--- src/rtl/rwv_pkg.sv ---
// ----------------------------------------------------------------------------
// rwv_pkg
// Shared constants, register map and controller states for the ring window
// variance block.
// ----------------------------------------------------------------------------
package rwv_pkg;

  localparam int unsigned STORE_DEPTH_DEF = 32;
  localparam int unsigned WINDOW_DEF      = 16;
  localparam int unsigned SAMPLE_BITS_DEF = 10;

  localparam int unsigned VAR_W   = 7;
  localparam int unsigned VAR_MAX = 127;
  localparam int unsigned OUT_W   = 8;

  localparam int unsigned RING_LEN_W = 6;
  localparam logic [RING_LEN_W-1:0] RING_LEN_RST = 6'd32;

  localparam int unsigned APB_ADDR_W = 3;
  localparam int unsigned APB_DATA_W = 32;

  // Register index, taken from the word address.
  localparam logic REG_RING_LENGTH = 1'b0;

  typedef enum logic [3:0] {
    S_IDLE,
    S_SCAN,
    S_SQUARE,
    S_DIV1,
    S_WAIT1,
    S_SUB,
    S_CHECK,
    S_DIV2,
    S_WAIT2,
    S_LOAD
  } rwv_state_e;

endpackage

--- src/rtl/rwv_store.sv ---
// ----------------------------------------------------------------------------
// rwv_store
// Sample ring memory with one write port and one registered read port.
// Entries that were never written since reset read as zero.
// ----------------------------------------------------------------------------
module rwv_store #(
  parameter int unsigned DEPTH  = 32,
  parameter int unsigned DATA_W = 10,
  parameter int unsigned ADDR_W = 5
) (
  input  logic              clk_i,
  input  logic              rst_ni,
  input  logic              wr_en_i,
  input  logic [ADDR_W-1:0] wr_addr_i,
  input  logic [DATA_W-1:0] wr_data_i,
  input  logic              rd_en_i,
  input  logic [ADDR_W-1:0] rd_addr_i,
  output logic [DATA_W-1:0] rd_data_o
);

  logic [DATA_W-1:0] mem [DEPTH];
  logic [DEPTH-1:0]  valid_q;
  logic [DATA_W-1:0] rd_data_q;
  logic              rd_valid_q;

  always_ff @(posedge clk_i) begin
    if (wr_en_i) begin
      mem[wr_addr_i] <= wr_data_i;
    end
    if (rd_en_i) begin
      rd_data_q <= mem[rd_addr_i];
    end
  end

  always_ff @(posedge clk_i or negedge rst_ni) begin
    if (!rst_ni) begin
      valid_q    <= '0;
      rd_valid_q <= 1'b0;
    end else begin
      if (wr_en_i) begin
        valid_q[wr_addr_i] <= 1'b1;
      end
      if (rd_en_i) begin
        rd_valid_q <= valid_q[rd_addr_i];
      end
    end
  end

  assign rd_data_o = rd_valid_q ? rd_data_q : '0;

endmodule

--- src/rtl/rwv_div.sv ---
// ----------------------------------------------------------------------------
// rwv_div
// Division by a constant through a multiplication with its reciprocal.
// The quotient is registered in the cycle after start and flagged by done.
// ----------------------------------------------------------------------------
module rwv_div #(
  parameter int unsigned XW      = 28,
  parameter int unsigned DIVISOR = 16
) (
  input  logic          clk_i,
  input  logic          rst_ni,
  input  logic          start_i,
  input  logic [XW-1:0] dividend_i,
  output logic          done_o,
  output logic [XW-1:0] quot_o
);

  // The reciprocal is rounded up and carries XW plus clog2(DIVISOR) fraction
  // bits, which keeps the quotient exact for every XW-bit dividend.
  localparam int unsigned Shift  = XW + $clog2(DIVISOR);
  localparam int unsigned RecipW = Shift + 1;
  localparam int unsigned ProdW  = XW + RecipW;
  localparam logic [RecipW-1:0] Recip =
    ((RecipW'(1) << Shift) + RecipW'(DIVISOR - 1)) / RecipW'(DIVISOR);

  logic [ProdW-1:0] prod;
  logic [XW-1:0]    quot_q;
  logic             done_q;

  assign prod = ProdW'(dividend_i) * ProdW'(Recip);

  always_ff @(posedge clk_i) begin
    if (start_i) begin
      quot_q <= prod[Shift +: XW];
    end
  end

  always_ff @(posedge clk_i or negedge rst_ni) begin
    if (!rst_ni) begin
      done_q <= 1'b0;
    end else begin
      done_q <= start_i;
    end
  end

  assign done_o = done_q;
  assign quot_o = quot_q;

endmodule

--- src/rtl/ring_window_variance.sv ---
// ----------------------------------------------------------------------------
// ring_window_variance
// Windowed sample variance over a ring store of sensor samples.
//
// Each transaction on the s_axis channel carries one sample. The sample is
// written into the ring memory at the write pointer, which then advances and
// wraps at the ring_length register or at the memory depth. The block then
// reads the first WINDOW entries one per cycle, accumulates the sum and the
// sum of squares, and runs up to two divisions by constants, each a
// registered multiplication by a reciprocal. One result transaction leaves
// on m_axis for every input transaction. A window with a zero entry, or a
// window larger than the store, skips both divisions and yields zero; a
// saturated result skips the second division. The block takes the next
// sample as soon as the result sits in the output register, even while the
// receiver still stalls it. The APB port writes and reads ring_length at
// address 0; write it only while the block is idle. Reset makes the memory
// read as zero, sets the write pointer to one and ring_length to 32.
// ----------------------------------------------------------------------------
module ring_window_variance #(
  parameter int unsigned STORE_DEPTH = rwv_pkg::STORE_DEPTH_DEF,
  parameter int unsigned WINDOW      = rwv_pkg::WINDOW_DEF,
  parameter int unsigned SAMPLE_BITS = rwv_pkg::SAMPLE_BITS_DEF,
  localparam int unsigned InW        = ((SAMPLE_BITS + 7) / 8) * 8
) (
  input  logic                            clk_i,
  input  logic                            rst_ni,
  input  logic                            s_axis_tvalid,
  output logic                            s_axis_tready,
  input  logic [InW-1:0]                  s_axis_tdata,  // [SAMPLE_BITS-1:0] sample
  output logic                            m_axis_tvalid,
  input  logic                            m_axis_tready,
  output logic [rwv_pkg::OUT_W-1:0]       m_axis_tdata,  // [6:0] variance
  input  logic                            psel,
  input  logic                            penable,
  input  logic                            pwrite,
  input  logic [rwv_pkg::APB_ADDR_W-1:0]  paddr,
  input  logic [rwv_pkg::APB_DATA_W-1:0]  pwdata,
  output logic [rwv_pkg::APB_DATA_W-1:0]  prdata,
  output logic                            pready
);

  import rwv_pkg::*;

  localparam int unsigned PW       = (STORE_DEPTH > 1) ? $clog2(STORE_DEPTH) : 1;
  localparam int unsigned LW       = $clog2(WINDOW);
  localparam int unsigned SumW     = SAMPLE_BITS + LW;
  localparam int unsigned SqW      = 2 * SAMPLE_BITS + LW;
  localparam int unsigned SampSqW  = 2 * SAMPLE_BITS;
  localparam int unsigned DW       = 2 * SumW;
  localparam int unsigned KW       = $clog2(WINDOW + 1);
  localparam int unsigned CW       = (PW + 1 > RING_LEN_W) ? PW + 1 : RING_LEN_W;
  localparam int unsigned SatLimit = (VAR_MAX + 1) * (WINDOW - 1);
  localparam int unsigned QW       = $clog2(SatLimit);
  localparam bit          WinFits  = (WINDOW <= STORE_DEPTH);

  rwv_state_e state_q, state_d;

  logic [RING_LEN_W-1:0]  ring_len_q;
  logic [PW-1:0]          wp_q;
  logic [CW-1:0]          wp_next;
  logic [KW-1:0]          cnt_q;
  logic                   rd_pend_q;
  logic                   sq_pend_q;
  logic                   zero_q;
  logic [SAMPLE_BITS-1:0] rd_value;
  logic [SampSqW-1:0]     sq_q;
  logic [SumW-1:0]        sum_q;
  logic [SqW-1:0]         sumsq_q;
  logic [DW-1:0]          ssq_q;
  logic [SqW-1:0]         diff_q;
  logic [VAR_W-1:0]       res_q;
  logic                   out_valid_q;
  logic [VAR_W-1:0]       out_data_q;

  logic                   in_fire;
  logic                   issue;
  logic                   load;
  logic                   div1_start;
  logic                   div1_done;
  logic [DW-1:0]          div1_quot;
  logic                   div2_start;
  logic                   div2_done;
  logic [QW-1:0]          div2_quot;
  logic                   cfg_wr;

  // Configuration port.
  assign pready = 1'b1;
  assign cfg_wr = psel && penable && pwrite && pready && (paddr[2] == REG_RING_LENGTH);

  always_ff @(posedge clk_i or negedge rst_ni) begin
    if (!rst_ni) begin
      ring_len_q <= RING_LEN_RST;
    end else if (cfg_wr) begin
      ring_len_q <= pwdata[RING_LEN_W-1:0];
    end
  end

  assign prdata = (paddr[2] == REG_RING_LENGTH) ? APB_DATA_W'(ring_len_q) : '0;

  // Write pointer.
  assign in_fire = s_axis_tvalid && s_axis_tready;
  assign wp_next = CW'(wp_q) + CW'(1);

  always_ff @(posedge clk_i or negedge rst_ni) begin
    if (!rst_ni) begin
      wp_q <= PW'(1);
    end else if (in_fire) begin
      if (wp_next >= CW'(ring_len_q) || wp_next >= CW'(STORE_DEPTH)) begin
        wp_q <= '0;
      end else begin
        wp_q <= wp_next[PW-1:0];
      end
    end
  end

  rwv_store #(
    .DEPTH  (STORE_DEPTH),
    .DATA_W (SAMPLE_BITS),
    .ADDR_W (PW)
  ) u_store (
    .clk_i     (clk_i),
    .rst_ni    (rst_ni),
    .wr_en_i   (in_fire),
    .wr_addr_i (wp_q),
    .wr_data_i (s_axis_tdata[SAMPLE_BITS-1:0]),
    .rd_en_i   (issue && WinFits),
    .rd_addr_i (PW'(cnt_q)),
    .rd_data_o (rd_value)
  );

  rwv_div #(
    .XW      (DW),
    .DIVISOR (WINDOW)
  ) u_div_window (
    .clk_i      (clk_i),
    .rst_ni     (rst_ni),
    .start_i    (div1_start),
    .dividend_i (ssq_q),
    .done_o     (div1_done),
    .quot_o     (div1_quot)
  );

  rwv_div #(
    .XW      (QW),
    .DIVISOR (WINDOW - 1)
  ) u_div_dof (
    .clk_i      (clk_i),
    .rst_ni     (rst_ni),
    .start_i    (div2_start),
    .dividend_i (diff_q[QW-1:0]),
    .done_o     (div2_done),
    .quot_o     (div2_quot)
  );

  // Controller.
  always_ff @(posedge clk_i or negedge rst_ni) begin
    if (!rst_ni) begin
      state_q <= S_IDLE;
    end else begin
      state_q <= state_d;
    end
  end

  always_comb begin
    state_d       = state_q;
    s_axis_tready = 1'b0;
    issue         = 1'b0;
    div1_start    = 1'b0;
    div2_start    = 1'b0;
    load          = 1'b0;
    case (state_q)
      S_IDLE: begin
        s_axis_tready = 1'b1;
        if (s_axis_tvalid) begin
          state_d = S_SCAN;
        end
      end
      S_SCAN: begin
        issue = (cnt_q < KW'(WINDOW));
        if (!issue && !rd_pend_q && !sq_pend_q) begin
          state_d = S_SQUARE;
        end
      end
      S_SQUARE: begin
        state_d = (zero_q || !WinFits) ? S_LOAD : S_DIV1;
      end
      S_DIV1: begin
        div1_start = 1'b1;
        state_d    = S_WAIT1;
      end
      S_WAIT1: begin
        if (div1_done) begin
          state_d = S_SUB;
        end
      end
      S_SUB: begin
        state_d = S_CHECK;
      end
      S_CHECK: begin
        state_d = (diff_q >= SqW'(SatLimit)) ? S_LOAD : S_DIV2;
      end
      S_DIV2: begin
        div2_start = 1'b1;
        state_d    = S_WAIT2;
      end
      S_WAIT2: begin
        if (div2_done) begin
          state_d = S_LOAD;
        end
      end
      S_LOAD: begin
        if (!m_axis_tvalid || m_axis_tready) begin
          load    = 1'b1;
          state_d = S_IDLE;
        end
      end
      default: begin
        state_d = S_IDLE;
      end
    endcase
  end

  // Scan pipeline: read, then square, then accumulate.
  always_ff @(posedge clk_i or negedge rst_ni) begin
    if (!rst_ni) begin
      rd_pend_q <= 1'b0;
      sq_pend_q <= 1'b0;
      cnt_q     <= '0;
    end else begin
      rd_pend_q <= issue;
      sq_pend_q <= rd_pend_q;
      if (in_fire) begin
        cnt_q <= '0;
      end else if (issue) begin
        cnt_q <= cnt_q + 1'b1;
      end
    end
  end

  always_ff @(posedge clk_i) begin
    if (in_fire) begin
      sum_q   <= '0;
      sumsq_q <= '0;
      zero_q  <= 1'b0;
    end else begin
      if (rd_pend_q) begin
        sq_q  <= SampSqW'(rd_value) * SampSqW'(rd_value);
        sum_q <= sum_q + SumW'(rd_value);
        if (rd_value == '0) begin
          zero_q <= 1'b1;
        end
      end
      if (sq_pend_q) begin
        sumsq_q <= sumsq_q + SqW'(sq_q);
      end
    end
    if (state_q == S_SQUARE) begin
      ssq_q <= DW'(sum_q) * DW'(sum_q);
      res_q <= '0;
    end
    if (state_q == S_SUB) begin
      diff_q <= sumsq_q - div1_quot[SqW-1:0];
    end
    if (state_q == S_CHECK) begin
      res_q <= VAR_W'(VAR_MAX);
    end
    if (state_q == S_WAIT2 && div2_done) begin
      res_q <= div2_quot[VAR_W-1:0];
    end
  end

  // Output register.
  always_ff @(posedge clk_i or negedge rst_ni) begin
    if (!rst_ni) begin
      out_valid_q <= 1'b0;
    end else if (load) begin
      out_valid_q <= 1'b1;
    end else if (m_axis_tready) begin
      out_valid_q <= 1'b0;
    end
  end

  always_ff @(posedge clk_i) begin
    if (load) begin
      out_data_q <= res_q;
    end
  end

  assign m_axis_tvalid = out_valid_q;
  assign m_axis_tdata  = OUT_W'(out_data_q);

  // Assertions.
  a_busy_after_accept: assert property (@(posedge clk_i) disable iff (!rst_ni)
    in_fire |=> !s_axis_tready)
    else $error("block accepted a sample while busy");

  a_ptr_in_range: assert property (@(posedge clk_i) disable iff (!rst_ni)
    CW'(wp_q) < CW'(STORE_DEPTH))
    else $error("write pointer left the store");

  a_div_done_state: assert property (@(posedge clk_i) disable iff (!rst_ni)
    (div1_done || div2_done) |-> (state_q == S_WAIT1 || state_q == S_WAIT2))
    else $error("divider finished outside a wait state");

  a_zero_window: assert property (@(posedge clk_i) disable iff (!rst_ni)
    (state_q == S_LOAD && res_q != '0) |-> (!zero_q && WinFits))
    else $error("nonzero result for a window holding a zero entry");

endmodule
--- config.mk ---
export PLATFORM = sky130hd
export DESIGN_NAME = ring_window_variance
export DESIGN_NICKNAME = d
export VERILOG_FILES = /design/src/rtl/rwv_pkg.sv /design/src/rtl/rwv_store.sv /design/src/rtl/rwv_div.sv /design/src/rtl/ring_window_variance.sv
export SDC_FILE = /design/constraint.sdc
export NUM_CORES = 1
export LEC_CHECK = 0
export BUFFER_PORTS_ARGS = -buffer_cell sky130_fd_sc_hd__buf_2
export CAP_MARGIN = 10
export CORE_MARGIN = 2
export CORE_UTILIZATION = 55
export DETAILED_ROUTE_END_ITERATION = 16
export PLACE_DENSITY = 0.75
export SYNTH_ARGS = -nofsm -noshare
export SYNTH_HDL_FRONTEND = slang
export SYNTH_HIERARCHICAL = 1
export SYNTH_SLANG_ARGS = --single-unit
--- constraint.sdc ---
create_clock -name clk_i -period 6 [get_ports clk_i]
set_input_delay 0.6 -clock clk_i [delete_from_list [all_inputs] [get_ports clk_i]]
set_output_delay 0.6 -clock clk_i [all_outputs]
set_load 0.02 [all_outputs]
==> impl_metrics.py, run 1 <==
metrics = {
    "run_status": {
        "outcome": "complete, no violations",
    },
    "grt": {
        "gr-total-overflow": 0,
        "grt_max_degree": 59,
        "grt_pass1_vias": 20700,
        "grt_pass1_wl_um": 110000,
        "antenna_found_initial": 1,
        "grt_use_total": 0.231,
    },
    "routing": {
        "drc": 0,
        "viasPerCell": 5.75,
        "drt-pass1-iter-count": 5,
        "postRouteAntennaNets": 0,
        "num_vias": 19600,
        "wl_per_cell_um": 20.1,
        "drt_iter0_drc": 1290,
        "drt_wl_total_um": 68700,
    },
    "synthesis": {
        "ys.warnings.count": 6,
        "netlist_instances": 2523,
        "synth_area_um2": 32600,
        "avgSynthCellArea_um2": 12.9,
    },
    "cells_and_area": {
        "drive_gt1_frac": 0.135,
        "layout.nets": 3078,
        "num_antenna_cells": 0,
        "nFillCells": 4452,
        "syn2layout_area_growth_pct": 9.85,
        "finalNonFillerCells": 3419,
    },
    "critical_path": {
        "start_kind": "flop",
        "crit_fanout": 7,
        "critPathRequiredTime_ns": 6.34,
        "end_kind": "flop",
        "r2r_setup_slack_ns": 0.19,
        "critPathArrivalTime_ns": 6.15,
        "worst-setup-path-type": "reg -> reg",
    },
    "timing": {
        "worstMarginPinSlew_ns": 1.29,
        "maxSlewHeadroom": 0.139,
        "period_needed_ns": 5.81,
        "hold_violations": 0,
        "fin_crit_sh": 0.968,
        "fmax_mhz": 172,
        "clock_skew_ns": 0.0242,
        "setup_viol_count_final": 0,
        "finalWorstSetupSlack_ns": 0.190,
        "finalMaxSlewViolations": 0,
    },
    "clocking": {
        "cts_tree": "yes",
        "cts_num_sinks": 539,
        "clk_latency_ns": 0.62,
        "ctsLongestPathBuffers": 3,
        "htreeDepth": 2,
        "tritoncts.num_buffers": 53,
        "clk_pin_slew_ns": 0.06,
        "cts_root_buf": "clkbuf_16",
        "hold_buffers": 0,
    },
    "place": {
        "io_buffer_count": 38,
        "dp.cells": 3316,
        "gp_congestion": 0.883,
        "dp_hpwl_um": 48700,
        "post-place-ws_ns": -0.0117,
    },
    "floorplanning": {
        "ios": 101,
        "initial_core_util": 0.554,
        "placementRows": 89,
        "die_area_um2": 61200,
        "die_w_um": 247,
        "coreArea_um2": 58800,
        "dieHeight_um": 247,
    },
    "pwr": {
        "leakage_nw": 15.3,
        "powerDensity_nw_per_um2": 561,
        "ir_drop_mv": 0.756,
    },
    "flow_run": {
        "maxCapViolations": 0,
    },
    "worst_hold_path": {
        "hp-class": "in -> async",
    },
}
## cells in the final DEF (no fill, tap or decap), drive strengths merged, types with 20 or more instances in the layout
| cell | n |
|---|---|
| dfxtp | 39 |
| xnor2 | 74 |
| or2 | 38 |
| nand2 | 148 |
| nand2b | 20 |
| fa | 172 |
| o21bai | 22 |
| and2 | 67 |
| o21ai | 48 |
| nor2 | 136 |
| nor3 | 20 |
| conb | 28 |
| clkbuf | 74 |
| buf | 101 |
| nand3 | 28 |
| ha | 245 |
| a21o | 50 |
| a21oi | 87 |
| inv | 330 |
| mux2i | 41 |
| dfrtp | 56 |
| edfxtp | 442 |
| mux4 | 100 |
| xor2 | 33 |
| and3 | 22 |
| nor2b | 22 |
| mux2 | 21 |
## registers in the layout (all words and copies together) (netlist names), 4 cells and up
name and cells:
u_store/mem 320, u_store/valid_q 32, diff_q 24, ring_len_q 6, wp_q 5, u_div_dof/quot_o 7, u_store/rd_data_q 10, sumsq_q 24
out_data_q 7, res_q 7, ssq_q 24, sum_q 14, state_q 4, sq_q 19, cnt_q 5, u_div_window/quot_o 24
## repair_timing
item | in CTS | in global routing
pin swaps | 0 | 13
setup buffers | 0 | 2
gates cloned | 0 | 0
hold endpoints to repair | 0 | 0
gates resized for setup | 1 | 25
endpoints found under the setup margin | 4 | 8
## through the flow
stage          hold WS [ns]  TNS (ns)  area (um2)   util  total power [mW]
6_report              0.171         0       35800  0.609              20.1
3_3_place_gp          0.407         0       33800  0.575              16.3
5_1_grt               0.201    -0.160       35800  0.609              21.8
2_1_floorplan         0.304         0       32700      -              13.9
3_5_place_dp          0.406   -0.0117       33800  0.575              16.6
4_1_cts               0.183         0       35600  0.606              20.1
## where the power goes
group          leakage [nW]  internal, mW  total (mW)  switching (mW)
Combinational          9.39          4.99        11.3            6.35
Clock                 0.882          2.00        3.43            1.43
Sequential             5.07          4.91        5.32           0.412
Total                  15.3          11.9        20.1            8.19
## layer usage
metal | part of all wire | vias to the layer above | track usage
met3 | 0.056 | 146 | 0.0315
met2 | 0.52 | 543 | 0.412
met1 | 0.40 | 9938 | 0.289
met4 | 0.032 | 2 | 0.0782
met5 | 0.00019 | - | 0
li1 | - | 9019 | -
## cell type report
type                       count  area, um2  share of cell area
multi-input combinational   1579      15500               0.433
tap                          773        967              0.0270
sequential                   539      15500               0.434
clock inverter                24        310             0.00867
clock buffer                  74       1530              0.0426
timing repair buffer         101        732              0.0204
inverter                     329       1230              0.0345
## path summary, 6_finish.rpt
path                       startpoint                      to  cells after the start
max                          sum_q[7]               ssq_q[25]                     21
min                            rst_ni           ring_len_q[4]                      2
max reg2reg                  sum_q[7]               ssq_q[25]                     21
min reg2reg                 ssq_q[12]  u_div_window/quot_o[8]                      0
max in group asynchronous      rst_ni                cnt_q[1]                      2
min in group clk_i          pwdata[2]           ring_len_q[2]                      2
## worst max-delay path, cell delays in order (launching register included)
cell      delay [ns]
dfxtp_4         0.37
buf_4           0.17
nand2_1         0.10
fa_2            0.46
fa_1            0.53
inv_1           0.06
fa_1            0.49
inv_1           0.05
fa_1            0.49
inv_1           0.06
fa_1            0.55
inv_1           0.06
fa_1            0.51
inv_1           0.06
ha_1            0.30
or3_1           0.35
o21ai_1         0.10
a21oi_2         0.09
o221ai_4        0.25
o21ai_1         0.14
o41ai_2         0.26
xnor2_1         0.12
Power figures use the tool's default switching activity.
==> run 2, diff against run 1 <==
Settings changed: CELL_PAD_IN_SITES_DETAIL_PLACEMENT set to 0, CELL_PAD_IN_SITES_GLOBAL_PLACEMENT set to 2, CORE_UTILIZATION 55 to 41, PLACE_DENSITY 0.75 to unset, PLACE_DENSITY_LB_ADDON set to 0.1.
==> run 2 against run 1 <==
  * Combinational power increased by 4%
  * Via count decreased by 2.1%
  * Global-route usage shrank 4.3 points
  * Total power up 3.5%
  * Clock skew up 0.064 ns
  * Worst setup slack gained 0.015 ns
  * Utilization decreased by 14 points
  * Final cell count rose by 9.2%
  * Maximum frequency grew 0.26%
  * Count of clock-buffer cells in the layout shrank 1
  * Largest power group unchanged
==> impl_metrics.py, run 2 (synthesis gave the netlist of run 1 again) <==
metrics = {
    "run_status": {
        "outcome": "complete, no violations",
    },
    "routing": {
        "topRoutingLayerUsed": "met4",
        "drt-pass1-iter-count": 5,
        "num_vias": 19200,
        "drt_iter0_drc": 1164,
        "drt_wl_total_um": 75300,
        "drc": 0,
        "wl_met1_um": 36000,
        "met3_length_um": 2410,
        "postRouteAntennaNets": 0,
        "viasPerCell": 5.15,
        "wl_met2_um": 35700,
        "wl_per_cell_um": 20.2,
    },
    "timing": {
        "clock_skew_ns": 0.0879,
        "period_needed_ns": 5.79,
        "setup_viol_count_final": 0,
        "finalMaxSlewViolations": 0,
        "maxSlewHeadroom": 0.145,
        "finalWorstSetupSlack_ns": 0.205,
        "rsz0062_at_grt": "yes",
        "fmax_mhz": 173,
        "worstMarginPinSlew_ns": 1.28,
        "hold_violations": 0,
        "fin_crit_sh": 0.966,
        "tns_ns": 0,
    },
    "place": {
        "io_buffer_count": 38,
        "placed_area_um2": 34300,
        "dp.cells": 3616,
        "post-place-ws_ns": -0.0632,
        "gp_congestion": 0.779,
        "dp_hpwl_um": 55100,
    },
    "cells_and_area": {
        "final_common_cell": "edfxtp_1",
        "utilization": 0.465,
        "reg_top3": "u_store/mem (320), u_store/valid_q (32)",
        "regMostFlops": "u_store/mem",
        "num_antenna_cells": 0,
        "syn2layout_area_growth_pct": 12.5,
        "nFillCells": 7197,
        "final_cell_mix": "442 x edfxtp_1, 328 x inv_1, 239 x ha_1",
        "layout.nets": 3109,
        "finalInstanceArea_um2": 36700,
        "finalNonFillerCells": 3734,
        "largest_reg_flops": 320,
        "drive_gt1_frac": 0.152,
    },
    "critical_path": {
        "end_kind": "flop",
        "critPathSlowestCell": "fa_1",
        "start_kind": "flop",
        "path_cells": "buf_12 -> nand2_1 -> fa_1 -> fa_1 -> inv_1 -> fa_1 -> fa_1 -> fa_1 -> inv_1 -> fa_1 -> inv_1 -> ha_1 -> or2_2 -> a21o_1 -> and3_4 -> o311a_1 -> a221oi_2 -> xnor2_1",
        "r2r_setup_slack_ns": 0.21,
        "crit_path_frequent_cell": "fa_1",
        "reg2reg_to": "ssq_q[26]",
        "r2r-start": "sum_q[10]",
        "r2r_cells": 18,
        "crit_fanout": 9,
        "critPathRequiredTime_ns": 6.38,
        "worst-setup-path-type": "reg -> reg",
        "critPathArrivalTime_ns": 6.17,
        "slowest_delay_ns": 0.56,
    },
    "floorplanning": {
        "die_area_um2": 81800,
        "placementRows": 103,
        "dieHeight_um": 286,
        "coreArea_um2": 78900,
        "die_w_um": 286,
        "ios": 101,
        "initial_core_util": 0.413,
    },
    "clocking": {
        "hold_buffers": 0,
        "clk_pin_slew_ns": 0.06,
        "clk_latency_ns": 0.67,
        "cts_num_sinks": 539,
        "tritoncts.num_buffers": 58,
        "ctsLongestPathBuffers": 3,
        "cts_root_buf": "clkbuf_16",
        "cts_tree": "yes",
        "htreeDepth": 2,
    },
    "grt": {
        "grt_use_total": 0.188,
        "antenna_found_initial": 4,
        "grt_pass1_vias": 20100,
        "grt_max_degree": 62,
        "grt_pass1_wl_um": 118000,
        "gr-total-overflow": 0,
    },
    "pwr": {
        "ir_drop_mv": 0.568,
        "leakage_nw": 15.6,
        "powerDensity_nw_per_um2": 567,
    },
    "flow_run": {
        "maxCapViolations": 0,
    },
    "worst_hold_path": {
        "hp-class": "in -> async",
    },
}
## run 2: changes by cell type in the layout (fill, tap and decap cells not counted), sizes merged
| cell | before | now |
|---|---|---|
| buf | 101 | 126 |
| clkinv | 13 | 20 |
| inv | 330 | 333 |
| clkinvlp | 5 | 7 |
| bufinv | 5 | 6 |
## run 2: power breakdown
part | leakage (nW) | switching (mW) | total (mW) | internal, mW
clock | 0.982 | 1.58 | 3.73 | 2.15
combinational | 9.54 | 6.62 | 11.8 | 5.15
sequential | 5.07 | 0.385 | 5.30 | 4.91
total | 15.6 | 8.58 | 20.8 | 12.2
## run 2: final cells by class
| class | count | area [um2] | area share |
|---|---|---|---|
| Inverter | 329 | 1230 | 0.0337 |
| Sequential cell | 539 | 15500 | 0.424 |
| Timing Repair Buffer | 127 | 987 | 0.0269 |
| Tap cell | 1050 | 1310 | 0.0358 |
| Multi-Input combinational cell | 1579 | 15500 | 0.424 |
| Clock inverter | 37 | 460 | 0.0126 |
| Clock buffer | 73 | 1580 | 0.0430 |
## run 2: worst max-delay path, delay by kind of cell, from the launching register on
kind	cells	cell delay, ns
adders and majority gates	7	3.39
buffers and inverters	4	0.30
DFF	1	0.36
xor gates and xnor gates	1	0.13
AOI/OAI and AO/OA	3	0.76
and+or+nand+nor	3	0.58
## run 2: what timing repair did
| item | CTS | global route |
|---|---|---|
| cloned | 0 | 1 |
| endpoints found under the setup margin | 2 | 9 |
| resized for setup | 4 | 42 |
| buffers inserted | 0 | 5 |
| pin swaps | 0 | 20 |
## run 2: through the flow
stage | hold slack, ns | power, mW
after global routing | 0.157 | 22.7
after detailed placement | 0.407 | 17.1
after floorplan | 0.304 | 13.9
final | 0.0955 | 20.8
after CTS | 0.124 | 21.0
after global placement | 0.403 | 17.0
## run 2: worst max-delay path by stage
stage,startpoint,end,depth (start not counted)
4_1_cts,sum_q[7],ssq_q[26],20
6_report,sum_q[10],ssq_q[26],18
3_3_place_gp,sum_q[2],ssq_q[27],23
3_5_place_dp,sum_q[2],ssq_q[27],23
2_1_floorplan,sum_q[2],ssq_q[26],19
5_1_grt,sum_q[12],ssq_q[26],17
## run 2: per-layer routing
| layer | vias up | global-route usage |
|---|---|---|
| met5 | - | 0 |
| li1 | 9084 | - |
| met3 | 88 | 0.0222 |
| met1 | 9775 | 0.271 |
| met4 | 0 | 0.0347 |
| met2 | 280 | 0.310 |
